## src/sv/traffic_light_mode_speed_fsm_assert.svh

```systemverilog
// ----------------------------------------------------------------------------
// Assertion macros for the traffic light controller
// Clocked on clk, disabled while rst_n is low.
// ----------------------------------------------------------------------------
`ifndef TRAFFIC_LIGHT_MODE_SPEED_FSM_ASSERT_SVH
`define TRAFFIC_LIGHT_MODE_SPEED_FSM_ASSERT_SVH

// Property that must hold at every clock edge.
`define TLMS_ASSERT_ALWAYS(label, prop, msg) \
    label: assert property (@(posedge clk) disable iff (!rst_n) (prop)) else $error(msg);

// Property with a same-cycle antecedent.
`define TLMS_ASSERT_IMPL(label, ante, cons, msg) \
    label: assert property (@(posedge clk) disable iff (!rst_n) (ante) |-> (cons)) \
        else $error(msg);

`endif

```

## src/sv/tlms_pkg.sv

```systemverilog
// ----------------------------------------------------------------------------
// tlms_pkg
// Types, codes and helpers for the traffic light controller.
// ----------------------------------------------------------------------------
package tlms_pkg;

    localparam int TIMER_WIDTH_DEF = 16;
    localparam int TIME_W          = 14;
    localparam int SCALED_W        = TIME_W + 1;
    localparam int CFG_IDX_W       = 2;
    localparam int IN_TDATA_W      = 8;
    localparam int OUT_TDATA_W     = 16;

    localparam logic [TIME_W-1:0] GREEN_RESET  = 14'd3000;
    localparam logic [TIME_W-1:0] YELLOW_RESET = 14'd500;
    localparam logic [TIME_W-1:0] RED_RESET    = 14'd2000;

    localparam logic [CFG_IDX_W-1:0] REG_GREEN  = 2'd0;
    localparam logic [CFG_IDX_W-1:0] REG_YELLOW = 2'd1;
    localparam logic [CFG_IDX_W-1:0] REG_RED    = 2'd2;

    localparam logic [1:0] PH_CODE_RED    = 2'd0;
    localparam logic [1:0] PH_CODE_YELLOW = 2'd1;
    localparam logic [1:0] PH_CODE_GREEN  = 2'd2;
    localparam logic [1:0] PH_CODE_OFF    = 2'd3;

    localparam logic [1:0] MD_CODE_NORMAL       = 2'd0;
    localparam logic [1:0] MD_CODE_DISCONNECTED = 2'd1;
    localparam logic [1:0] MD_CODE_ALARM        = 2'd2;

    localparam logic [1:0] BTN_NONE  = 2'd0;
    localparam logic [1:0] BTN_MODE  = 2'd1;
    localparam logic [1:0] BTN_SPEED = 2'd2;

    typedef enum logic [3:0] {
        PH_RED    = 4'b0001,
        PH_YELLOW = 4'b0010,
        PH_GREEN  = 4'b0100,
        PH_OFF    = 4'b1000
    } phase_t;

    typedef enum logic [2:0] {
        MODE_NORMAL       = 3'b001,
        MODE_DISCONNECTED = 3'b010,
        MODE_ALARM        = 3'b100
    } mode_t;

    typedef enum logic [2:0] {
        SPEED_BASE   = 3'b001,
        SPEED_DOUBLE = 3'b010,
        SPEED_HALF   = 3'b100
    } speed_t;

    function automatic logic [SCALED_W-1:0] scale_time(
        input logic [TIME_W-1:0] base,
        input speed_t            sp
    );
        logic [SCALED_W-1:0] r;
        unique case (sp)
            SPEED_DOUBLE: r = {base, 1'b0};
            SPEED_HALF:   r = {2'b00, base[TIME_W-1:1]};
            default:      r = {1'b0, base};
        endcase
        return r;
    endfunction

    function automatic logic [1:0] phase_code(input phase_t ph);
        logic [1:0] c;
        unique case (ph)
            PH_RED:    c = PH_CODE_RED;
            PH_YELLOW: c = PH_CODE_YELLOW;
            PH_GREEN:  c = PH_CODE_GREEN;
            default:   c = PH_CODE_OFF;
        endcase
        return c;
    endfunction

    function automatic logic [1:0] mode_code(input mode_t md);
        logic [1:0] c;
        unique case (md)
            MODE_DISCONNECTED: c = MD_CODE_DISCONNECTED;
            MODE_ALARM:        c = MD_CODE_ALARM;
            default:           c = MD_CODE_NORMAL;
        endcase
        return c;
    endfunction

endpackage

```

## src/sv/traffic_light_mode_speed_fsm.sv

```systemverilog
// ----------------------------------------------------------------------------
// traffic_light_mode_speed_fsm
// Traffic light controller with normal, disconnected and alarm modes and
// three timing speeds. Each input transaction carries a mode-button release,
// a speed-button release and a millisecond tick; each one produces exactly
// one output transaction with the lamp drive, the new phase, the mode and
// the last button seen. The block takes one transaction per clock: the
// whole update runs in one pass from the state registers to the output
// register, and a new transaction is taken whenever that output register is
// empty or being read in the same cycle, so with tready held high each
// result is out in the next cycle, at one transaction per clock. Timer
// registers are written on the cfg channel, which is always ready; index 3
// is ignored.
// ----------------------------------------------------------------------------
`include "traffic_light_mode_speed_fsm_assert.svh"

module traffic_light_mode_speed_fsm #(
    parameter int TIMER_WIDTH = tlms_pkg::TIMER_WIDTH_DEF
) (
    input  logic                               clk,
    input  logic                               rst_n,
    // slave side: [0] mode_press, [1] speed_press, [2] tick, [7:3] zero
    input  logic                               s_tvalid,
    output logic                               s_tready,
    input  logic [tlms_pkg::IN_TDATA_W-1:0]    s_tdata,
    // master side: [0] red_lamp, [1] yellow_lamp, [2] green_lamp,
    // [4:3] light_phase, [6:5] operating_mode, [8:7] last_button, [15:9] zero
    output logic                               m_tvalid,
    input  logic                               m_tready,
    output logic [tlms_pkg::OUT_TDATA_W-1:0]   m_tdata,
    input  logic                               cfg_valid,
    output logic                               cfg_ready,
    input  logic [tlms_pkg::CFG_IDX_W-1:0]     cfg_index,
    input  logic [tlms_pkg::TIME_W-1:0]        cfg_data
);
    import tlms_pkg::*;

    localparam int CMP_W = (TIMER_WIDTH > SCALED_W) ? TIMER_WIDTH : SCALED_W;

    logic [TIME_W-1:0]      green_reg;
    logic [TIME_W-1:0]      yellow_reg;
    logic [TIME_W-1:0]      red_reg;

    phase_t                 phase_reg;
    phase_t                 phase_next;
    mode_t                  mode_reg;
    mode_t                  mode_next;
    speed_t                 speed_reg;
    speed_t                 speed_next;
    logic [TIMER_WIDTH-1:0] elapsed_reg;
    logic [TIMER_WIDTH-1:0] elapsed_next;
    logic [1:0]             button_reg;
    logic [1:0]             button_next;

    logic                   m_tvalid_reg;
    logic [OUT_TDATA_W-1:0] m_tdata_reg;
    logic [OUT_TDATA_W-1:0] m_tdata_next;

    logic                   mode_press;
    logic                   speed_press;
    logic                   tick;
    logic                   in_acc;
    phase_t                 phase_btn;
    logic [TIMER_WIDTH-1:0] elapsed_inc;
    logic [SCALED_W-1:0]    green_s;
    logic [SCALED_W-1:0]    yellow_s;
    logic [SCALED_W-1:0]    red_s;
    logic [SCALED_W-1:0]    limit;
    phase_t                 phase_adv;
    logic                   timed;
    logic                   expired;

    assign mode_press  = s_tdata[0];
    assign speed_press = s_tdata[1];
    assign tick        = s_tdata[2];

    assign s_tready  = !m_tvalid_reg || m_tready;
    assign in_acc    = s_tvalid && s_tready;
    assign cfg_ready = 1'b1;
    assign m_tvalid  = m_tvalid_reg;
    assign m_tdata   = m_tdata_reg;

    // button handling: mode first, then speed
    always_comb
    begin
        mode_next   = mode_reg;
        phase_btn   = phase_reg;
        speed_next  = speed_reg;
        button_next = button_reg;
        if (mode_press)
        begin
            button_next = BTN_MODE;
            unique case (mode_reg)
                MODE_NORMAL:
                begin
                    mode_next = MODE_DISCONNECTED;
                    phase_btn = PH_OFF;
                end
                MODE_DISCONNECTED:
                begin
                    mode_next = MODE_ALARM;
                    phase_btn = PH_OFF;
                end
                default:
                begin
                    mode_next = MODE_NORMAL;
                    phase_btn = PH_GREEN;
                end
            endcase
        end
        if (speed_press)
        begin
            button_next = BTN_SPEED;
            unique case (speed_reg)
                SPEED_BASE:   speed_next = SPEED_DOUBLE;
                SPEED_DOUBLE: speed_next = SPEED_HALF;
                default:      speed_next = SPEED_BASE;
            endcase
        end
    end

    assign elapsed_inc = (tick && (elapsed_reg != '1)) ? elapsed_reg + 1'b1 : elapsed_reg;

    assign green_s  = scale_time(green_reg, speed_next);
    assign yellow_s = scale_time(yellow_reg, speed_next);
    assign red_s    = scale_time(red_reg, speed_next);

    always_comb
    begin
        timed     = 1'b0;
        limit     = '0;
        phase_adv = phase_btn;
        unique case (mode_next)
            MODE_NORMAL:
            begin
                unique case (phase_btn)
                    PH_RED:
                    begin
                        timed = 1'b1; limit = red_s; phase_adv = PH_GREEN;
                    end
                    PH_GREEN:
                    begin
                        timed = 1'b1; limit = green_s; phase_adv = PH_YELLOW;
                    end
                    PH_YELLOW:
                    begin
                        timed = 1'b1; limit = yellow_s; phase_adv = PH_RED;
                    end
                    default: ;
                endcase
            end
            MODE_DISCONNECTED:
            begin
                unique case (phase_btn)
                    PH_YELLOW:
                    begin
                        timed = 1'b1; limit = yellow_s; phase_adv = PH_OFF;
                    end
                    PH_OFF:
                    begin
                        timed = 1'b1; limit = yellow_s; phase_adv = PH_YELLOW;
                    end
                    default: ;
                endcase
            end
            default:
            begin
                unique case (phase_btn)
                    PH_RED:
                    begin
                        timed = 1'b1; limit = red_s >> 1; phase_adv = PH_OFF;
                    end
                    PH_OFF:
                    begin
                        timed = 1'b1; limit = red_s >> 1; phase_adv = PH_RED;
                    end
                    default: ;
                endcase
            end
        endcase
    end

    assign expired      = timed && (CMP_W'(elapsed_inc) >= CMP_W'(limit));
    assign phase_next   = expired ? phase_adv : phase_btn;
    assign elapsed_next = expired ? '0 : elapsed_inc;

    assign m_tdata_next = {7'd0, button_next, mode_code(mode_next), phase_code(phase_next),
                           phase_btn == PH_GREEN, phase_btn == PH_YELLOW,
                           phase_btn == PH_RED};

    always_ff @(posedge clk or negedge rst_n)
    begin
        if (!rst_n)
        begin
            green_reg  <= GREEN_RESET;
            yellow_reg <= YELLOW_RESET;
            red_reg    <= RED_RESET;
        end
        else if (cfg_valid && cfg_ready)
        begin
            unique case (cfg_index)
                REG_GREEN:  green_reg  <= cfg_data;
                REG_YELLOW: yellow_reg <= cfg_data;
                REG_RED:    red_reg    <= cfg_data;
                default: ;
            endcase
        end
    end

    always_ff @(posedge clk or negedge rst_n)
    begin
        if (!rst_n)
        begin
            phase_reg    <= PH_GREEN;
            mode_reg     <= MODE_NORMAL;
            speed_reg    <= SPEED_BASE;
            elapsed_reg  <= '0;
            button_reg   <= BTN_NONE;
            m_tvalid_reg <= 1'b0;
        end
        else
        begin
            if (in_acc)
            begin
                phase_reg    <= phase_next;
                mode_reg     <= mode_next;
                speed_reg    <= speed_next;
                elapsed_reg  <= elapsed_next;
                button_reg   <= button_next;
                m_tvalid_reg <= 1'b1;
            end
            else if (m_tready)
            begin
                m_tvalid_reg <= 1'b0;
            end
        end
    end

    always_ff @(posedge clk)
    begin
        if (in_acc)
        begin
            m_tdata_reg <= m_tdata_next;
        end
    end

    `TLMS_ASSERT_ALWAYS(a_phase_onehot, $onehot(phase_reg), "phase register not one-hot")
    `TLMS_ASSERT_IMPL(a_normal_phase, mode_reg == MODE_NORMAL, phase_reg != PH_OFF,
        "normal mode with light off")
    `TLMS_ASSERT_IMPL(a_disc_phase, mode_reg == MODE_DISCONNECTED,
        phase_reg == PH_YELLOW || phase_reg == PH_OFF, "disconnected mode phase illegal")
    `TLMS_ASSERT_IMPL(a_alarm_phase, mode_reg == MODE_ALARM,
        phase_reg == PH_RED || phase_reg == PH_OFF, "alarm mode phase illegal")
    `TLMS_ASSERT_IMPL(a_lamps, m_tvalid_reg, $onehot0(m_tdata_reg[2:0]),
        "more than one lamp driven")

endmodule

```

## config.mk

```make
export PLATFORM = sky130hd
export DESIGN_NAME = traffic_light_mode_speed_fsm
export DESIGN_NICKNAME = d
export VERILOG_FILES = /design/src/sv/tlms_pkg.sv /design/src/sv/traffic_light_mode_speed_fsm.sv
export VERILOG_INCLUDE_DIRS = /design/src /design/src/sv
export SDC_FILE = /design/constraint.sdc
export NUM_CORES = 1
export LEC_CHECK = 0
export ABC_AREA = 1
export BUFFER_PORTS_ARGS = -buffer_cell sky130_fd_sc_hd__buf_2
export CAP_MARGIN = 20
export CORE_MARGIN = 2
export CORE_UTILIZATION = 60
export CTS_CLUSTER_DIAMETER = 60
export CTS_CLUSTER_SIZE = 25
export DETAILED_ROUTE_END_ITERATION = 12
export GPL_TIMING_DRIVEN = 0
export HOLD_SLACK_MARGIN = 0.05
export PLACE_DENSITY = 0.8
export SETUP_SLACK_MARGIN = 0.2
export SLEW_MARGIN = 30
export SYNTH_ARGS = -nofsm -noshare
export SYNTH_HDL_FRONTEND = slang
export SYNTH_SLANG_ARGS = --single-unit
```

## constraint.sdc

```tcl
create_clock -name clk -period 4.1 [get_ports clk]
set_input_delay 0.615 -clock clk [delete_from_list [all_inputs] [get_ports clk]]
set_output_delay 0.615 -clock clk [all_outputs]
set_load 0.05 [all_outputs]
```

---- Yosys cells after proc, flatten, opt, wreduce, memory -nomap -nowiden ----
Cells that the tools add are included.
cells by class
  $add $sub $neg .......................... 1
  order comparisons ....................... 1
  eq/ne operators ......................... 19
  multiplexer cells ....................... 30
  reduce and logical (&&, ||, !) cells .... 14
operators by type and width
  operator                                                               count
  15-bit one-hot mux with 2 select lines                                 4
  15-bit one-hot mux with 3 select lines                                 1
  16-bit 2-to-1 mux                                                      2
  4-bit one-hot mux with 2 select lines                                  3
  16-bit by 1-bit adder with 16-bit output, second input constant        1
  16-bit by 15-bit greater-or-equal comparator with 1-bit output         1
  16-bit inequality test, second input constant                          1
  15-bit 2-to-1 mux                                                      1
  14-bit 2-to-1 mux                                                      1
  3-bit by 2-bit equality test with 1-bit output, second input constant  4
  4-bit 2-to-1 mux                                                       3
  3-bit one-hot mux with 2 select lines                                  2
  4-bit one-hot mux with 3 select lines                                  1
  3-bit by 1-bit equality test with 1-bit output, second input constant  3
  4-bit by 1-bit equality test with 1-bit output, second input constant  2
  4-bit by 2-bit equality test with 1-bit output, second input constant  2
  4-bit by 3-bit equality test with 1-bit output, second input constant  2
  3-bit equality test, second input constant                             2
  3-bit 2-to-1 mux                                                       2
  2-bit one-hot mux with 3 select lines                                  1
  2-bit AND reduction                                                    3
  2-bit OR reduction                                                     3
  1-bit 2-to-1 mux                                                       5
  4-bit equality test, second input constant                             1
  other kinds (11)                                                       14
word-level totals
  register bits after elaboration ......... 80
  input port bits ......................... 29
  output and inout port bits .............. 19
  logic and storage cells ................. 75

---- Logic depth before layout (Yosys ltp) ----
  depth after elaboration ................. 13
  depth in mapped cells ................... 34
  gate-level depth less buffers ........... 32

---- Least setup slack after synthesis ----
No wires, ideal clock.
  path kind ............................... input to register
  start point ............................. input s_tdata[1] in the netlist's numbering
  end point ............................... register m_tdata_reg[4] (netlist: m_tdata[4]), data pin
  library setup time ...................... 0.259 ns
  data arrival time ....................... 3.206 ns
  required time ........................... 3.841 ns
  path slack .............................. 0.634 ns
  cell stages on the path ................. 28
  path buffers ............................ 3
  cells stage by stage .................... inv_1 o21ai_0 nand2_1 nor2_1 inv_1 clkbuf_1 buf_2 o22ai_1 nand2_1 a31oi_1 ha_1 o21ai_0 nand2_1 nand2_1 nand2_1 nand2_1 nand2_1 nand2_1 nand2_1 nand2_1 nand2_1 nand2_2 buf_6 nand2_2 nand2_2 nand2_1 inv_1 o21ai_1
on the way
  word-level cells in the longest chain between the ends .. 10
  elaborated cells between the ends (all ways) .. 17
  those cells by class .................... order compare (1); eq/ne (5); mux (10); reduce/logical (1)
RTL lines
  what                                                                                   RTL line                             RTL
  start: declaration                                                                     traffic_light_mode_speed_fsm.sv:25   input logic [tlms_pkg::IN_TDATA_W-1:0] s_tdata,
  3-bit 2-to-1 mux *                                                                     traffic_light_mode_speed_fsm.sv:111  if (speed_press)
  3-bit equality test or 3-bit by 2-bit equality test with 1-bit output (tied branches)  tlms_pkg.sv:59                       unique case (sp)
  15-bit one-hot mux with 2 select lines                                                 tlms_pkg.sv:59
  15-bit one-hot mux with 3 select lines (tied with other cells)                         traffic_light_mode_speed_fsm.sv:136  unique case (phase_btn)
  15-bit one-hot mux with 2 select lines *                                               traffic_light_mode_speed_fsm.sv:133  unique case (mode_next)
  16-bit by 15-bit greater-or-equal comparator with 1-bit output *                       traffic_light_mode_speed_fsm.sv:183  assign expired = timed && (CMP_W'(elapsed_inc) >= CMP_W'(limit));
  1-bit logical AND *                                                                    traffic_light_mode_speed_fsm.sv:183
  4-bit 2-to-1 mux *                                                                     traffic_light_mode_speed_fsm.sv:184  assign phase_next = expired ? phase_adv : phase_btn;
  4-bit by 3-bit equality test with 1-bit output (tied with other cells)                 tlms_pkg.sv:69                       unique case (ph)
  2-bit one-hot mux with 3 select lines *                                                tlms_pkg.sv:69
  named net m_tdata_next[4]                                                              traffic_light_mode_speed_fsm.sv:57   logic [OUT_TDATA_W-1:0] m_tdata_next;
  end signal: assignment                                                                 traffic_light_mode_speed_fsm.sv:243  m_tdata_reg <= m_tdata_next;
  end: declaration                                                                       traffic_light_mode_speed_fsm.sv:56   logic [OUT_TDATA_W-1:0] m_tdata_reg;
The timed path passes the listed nets; every way through them passes the cells marked *.
A chain may end at the register's enable or synchronous reset.

---- Worst setup path in the final report ----
  start point ............................. register elapsed_reg[0]
  end point ............................... register m_tdata_reg[3] (netlist: m_tdata[3]), data pin
on the way
  word-level cells in the longest chain between the ends .. 8
  elaborated cells between the ends (all ways) .. 11
  those cells by class .................... add/sub (1); order compare (1); eq/ne (4); mux (3); reduce/logical (2)
RTL lines
  what                                                                                              RTL line                             RTL
  start: declaration                                                                                traffic_light_mode_speed_fsm.sv:50   logic [TIMER_WIDTH-1:0] elapsed_reg;
  start signal: assignment                                                                          traffic_light_mode_speed_fsm.sv:228  elapsed_reg <= elapsed_next;
  parallel branches: the longest is 2 deep, another holds 16-bit by 1-bit adder with 16-bit output  -
  16-bit 2-to-1 mux *                                                                               traffic_light_mode_speed_fsm.sv:122  assign elapsed_inc = (tick && (elapsed_reg != '1)) ? elapsed_reg + 1'b1 : elapsed_reg;
  16-bit by 15-bit greater-or-equal comparator with 1-bit output *                                  traffic_light_mode_speed_fsm.sv:183
  1-bit logical AND *                                                                               traffic_light_mode_speed_fsm.sv:183
  4-bit 2-to-1 mux *                                                                                traffic_light_mode_speed_fsm.sv:184
  4-bit by 3-bit equality test with 1-bit output (tied with other cells)                            tlms_pkg.sv:69
  2-bit one-hot mux with 3 select lines *                                                           tlms_pkg.sv:69
  named net m_tdata_next[3]                                                                         traffic_light_mode_speed_fsm.sv:57
Mark *: on every way through the listed nets, which the timed path passes.

==> flow_metrics.py <==
metrics = {
    "run_status": {
        "status": "finished, final reports clean",
    },
    "timing": {
        "rsz0062_at_grt": "false",
        "hold_violations": 0,
        "timing.hold.ws_ns": 0.156,
        "max_freq_mhz": 270,
        "fin_crit_sh": 0.904,
        "setup_violations": 0,
        "slew_headroom": 0.622,
        "worstMarginPinSlew_ns": 0.568,
        "min_period_ns": 3.71,
        "drv_slew": 0,
        "worst_clock_skew_ns": 0.00765,
    },
    "worst_setup_path": {
        "cpMostUsedCell": "nand2_2",
        "cp_slowest_stage_delay_ns": 0.41,
        "r2r_cells": 25,
        "crit_required_ns": 4.24,
        "worstPathArrival_ns": 3.84,
        "crit_type": "register to register",
        "end_kind": "register",
        "reg2reg_slack_ns": 0.39,
        "start_kind": "register",
        "cp_num_buf_inv": 4,
        "r2r_end": "m_tdata[3]$_DFFE_PP_",
        "cp_top_family": "simple AND/OR/NAND/NOR gates",
        "path_max_fanout": 7,
        "rr_startpoint": "elapsed_reg[0]$_DFFE_PN0P_",
        "critPathSlowestCell": "dfrtp_1",
    },
    "drt": {
        "dr.pass1.iters": 6,
        "ant_nets": 0,
        "wl_mm": 15.4,
        "via_count": 5652,
        "post_drt_via_cell_ratio": 5.76,
        "initialDrtViolationCount": 516,
        "routedWlPerCell_um": 15.7,
        "drc_errors": 0,
    },
    "synthesis": {
        "synth_sequential_area_ratio": 0.375,
        "synth-simple-area-share": 0.271,
        "synth_area_per_cell_um2": 6.85,
        "synth_area_leaders": "dfrtp_1, nand2_1, dfstp_2",
        "synth_top_family_by_area": "simple AND/OR/NAND/NOR gates",
        "synth-seq-cells": 80,
        "synth_edf_count": 9,
        "yosysWarnings": 0,
        "synth_common_cells": "nand2_1, inv_1, o21ai_0",
        "muxShareOfSynthArea": 0,
        "synthAdderAreaFrac": 0.0362,
        "synthCells": 808,
        "async_reset_ff_frac": 0.888,
        "yosysUniqueCellTypes": 43,
        "syn_area_mm2": 0.00554,
        "synth.largest_area_cell": "dfrtp_1",
        "synth_xor_area_frac": 0.0206,
        "synth_top_area_share": 0.222,
        "yosysMostFrequentCell": "nand2_1",
        "synth_compound_area_frac": 0.181,
        "synth_flop_cell": "dfrtp_1",
    },
    "clock_tree": {
        "tritoncts": "done",
        "cts_buffers": 9,
        "cts_max_level": 3,
        "cts_sinks": 80,
        "path_clk_slew_ns": 0.08,
        "cts.hold.buffers_added": 0,
        "insertion_delay_ns": 0.36,
        "root_buffer": "clkbuf_8",
        "cts_buffer_depth": 2,
    },
    "placement": {
        "io_buffers": 34,
        "place_hpwl_mm": 11.5,
        "place_congestion": 0.982,
    },
    "floorplanning": {
        "die-area_mm2": 0.0100,
        "core-area_mm2": 0.00911,
        "dieHeight_um": 100,
        "dieWidth_um": 100,
        "start_util": 0.608,
        "design.portCount": 48,
        "rows": 35,
    },
    "power_and_ir_drop": {
        "leakage_uw": 0.00312,
        "peakVddDrop_v": 0.000283,
        "p_total_uw": 3440,
        "power.density_mw_per_mm2": 545,
    },
    "global_routing": {
        "grt_first_pass_wirelength_mm": 24.5,
        "gr-usage-all-layers": 0.306,
        "antenna_found_initial": 0,
        "grt_start_max_net_pins": 46,
        "grt_pass1_vias": 5250,
        "grt-ovfl-total": 0,
    },
    "cells_and_area": {
        "n_fill_cell": 814,
        "largest_reg_flops": 16,
        "diodes": 0,
        "nNetsFinal": 910,
        "final_util": 0.693,
        "drive_above_1_share": 0.178,
        "area_growth_syn_to_layout_pct": 14.1,
    },
    "job": {
        "drv_cap": 0,
    },
    "hold_path": {
        "hp-class": "input pin to async pin",
    },
}
-- logic make-up (layout without fill, tap and decap cells) --
group | Yosys count | in the layout
flops | 80 | 80
compound gates | 184 | 184
fa+ha+maj | 16 | 16
simple gates | 356 | 356
xor+xnor | 13 | 13
buf+inv | 157 | 213
other cells | 2 | 8
-- report_power, final --
group	leakage (µW)	switching (µW)	internal, µW
combinational	0.00208	1170	584
clock	0.0000957	295	294
sequential	0.000948	109	995
-- worst max path at each step --
stage,end,from,slack (ns),depth (start not counted)
final,m_tdata[3]$_DFFE_PP_,elapsed_reg[0]$_DFFE_PN0P_,0.39,25
after CTS,m_tdata[3]$_DFFE_PP_,elapsed_reg[0]$_DFFE_PN0P_,0.21,25
after global routing,m_tdata[3]$_DFFE_PP_,elapsed_reg[0]$_DFFE_PN0P_,0.16,25
after detailed placement,m_tdata[4]$_DFFE_PP_,s_tdata[1],-0.26,29
after global placement,m_tdata[3]$_DFFE_PP_,s_tdata[0],-0.18,31
after floorplan,m_tdata[4]$_DFFE_PP_,s_tdata[1],0.63,28
-- cells in the final DEF, fill, tap and decap left out, types with 8 or more instances in the layout --
master / netlist / routed
o21ai_1: 5 / 15
a21oi_1: 12 / 10
clkbuf_1: 19 / 10
o22ai_1: 46 / 43
nand3_1: 37 / 37
inv_1: 116 / 110
clkbuf_8: 0 / 10
nor2_1: 85 / 80
buf_4: 9 / 21
ha_1: 16 / 16
nand2_1: 202 / 193
conb_1: 2 / 8
nand2_2: 6 / 11
buf_2: 5 / 36
dfrtp_1: 49 / 49
dfstp_2: 22 / 22
nor2_2: 3 / 8
xor2_1: 12 / 12
edfxtp_1: 9 / 9
o21ai_0: 113 / 101
-- worst reg2reg max path, cell delays in order, from the launching register on --
cell and delay, ns:
dfrtp_1 0.41, ha_1 0.22, inv_1 0.07, nor2_1 0.08, nand4_1 0.15, nand2_2 0.13
nor3_4 0.23, nand2_2 0.11, nor2_2 0.14, nand3_1 0.09, xor2_1 0.25, inv_1 0.08
ha_1 0.30, and3_1 0.19, nand4_1 0.08, a21oi_1 0.13, nand2_1 0.11, nand2_4 0.11
nand2_2 0.08, buf_6 0.14, nand2_2 0.05, nand2_2 0.06, nor2_2 0.11, nand2_1 0.06
nand2_1 0.06, inv_1 0.03
-- cell type report --
cell class	instances	area [µm²]	share of cell area
clock inverters	6	58.8	0.00931
repair buffers	40	230	0.0365
clock buffers	10	138	0.0218
well taps	111	139	0.0220
flip-flops and latches	80	2070	0.329
inverters	120	455	0.0721
plain buffers	37	246	0.0390
multi-input cells	577	2970	0.471
-- metrics by stage --
stage | setup TNS, ns | area (µm²) | worst slack, ns | instances
after global routing | 0 | 6310 | 0.163 | 981
after detailed placement | -2.28 | 5890 | -0.260 | 960
after floorplan | 0 | 5560 | 0.634 | 814
final | 0 | 6310 | 0.394 | 981
after CTS | 0 | 6120 | 0.215 | 976
after global placement | -1.09 | 5870 | -0.179 | 959
-- per-layer routing --
metal	vias to the layer above	part of all wire	track usage
met1	2622	0.42	0.392
li1	2720	-	-
met3	32	0.067	0.0467
met4	0	0.022	0.131
met2	278	0.49	0.518
met5	-	0	0
-- timing repair --
action	4_1_cts	5_1_grt
setup endpoints to repair	15	22
resized for setup	15	81
pin swaps	0	11
buffers inserted	0	5
Note: power is estimated with default switching activity, not from simulation.
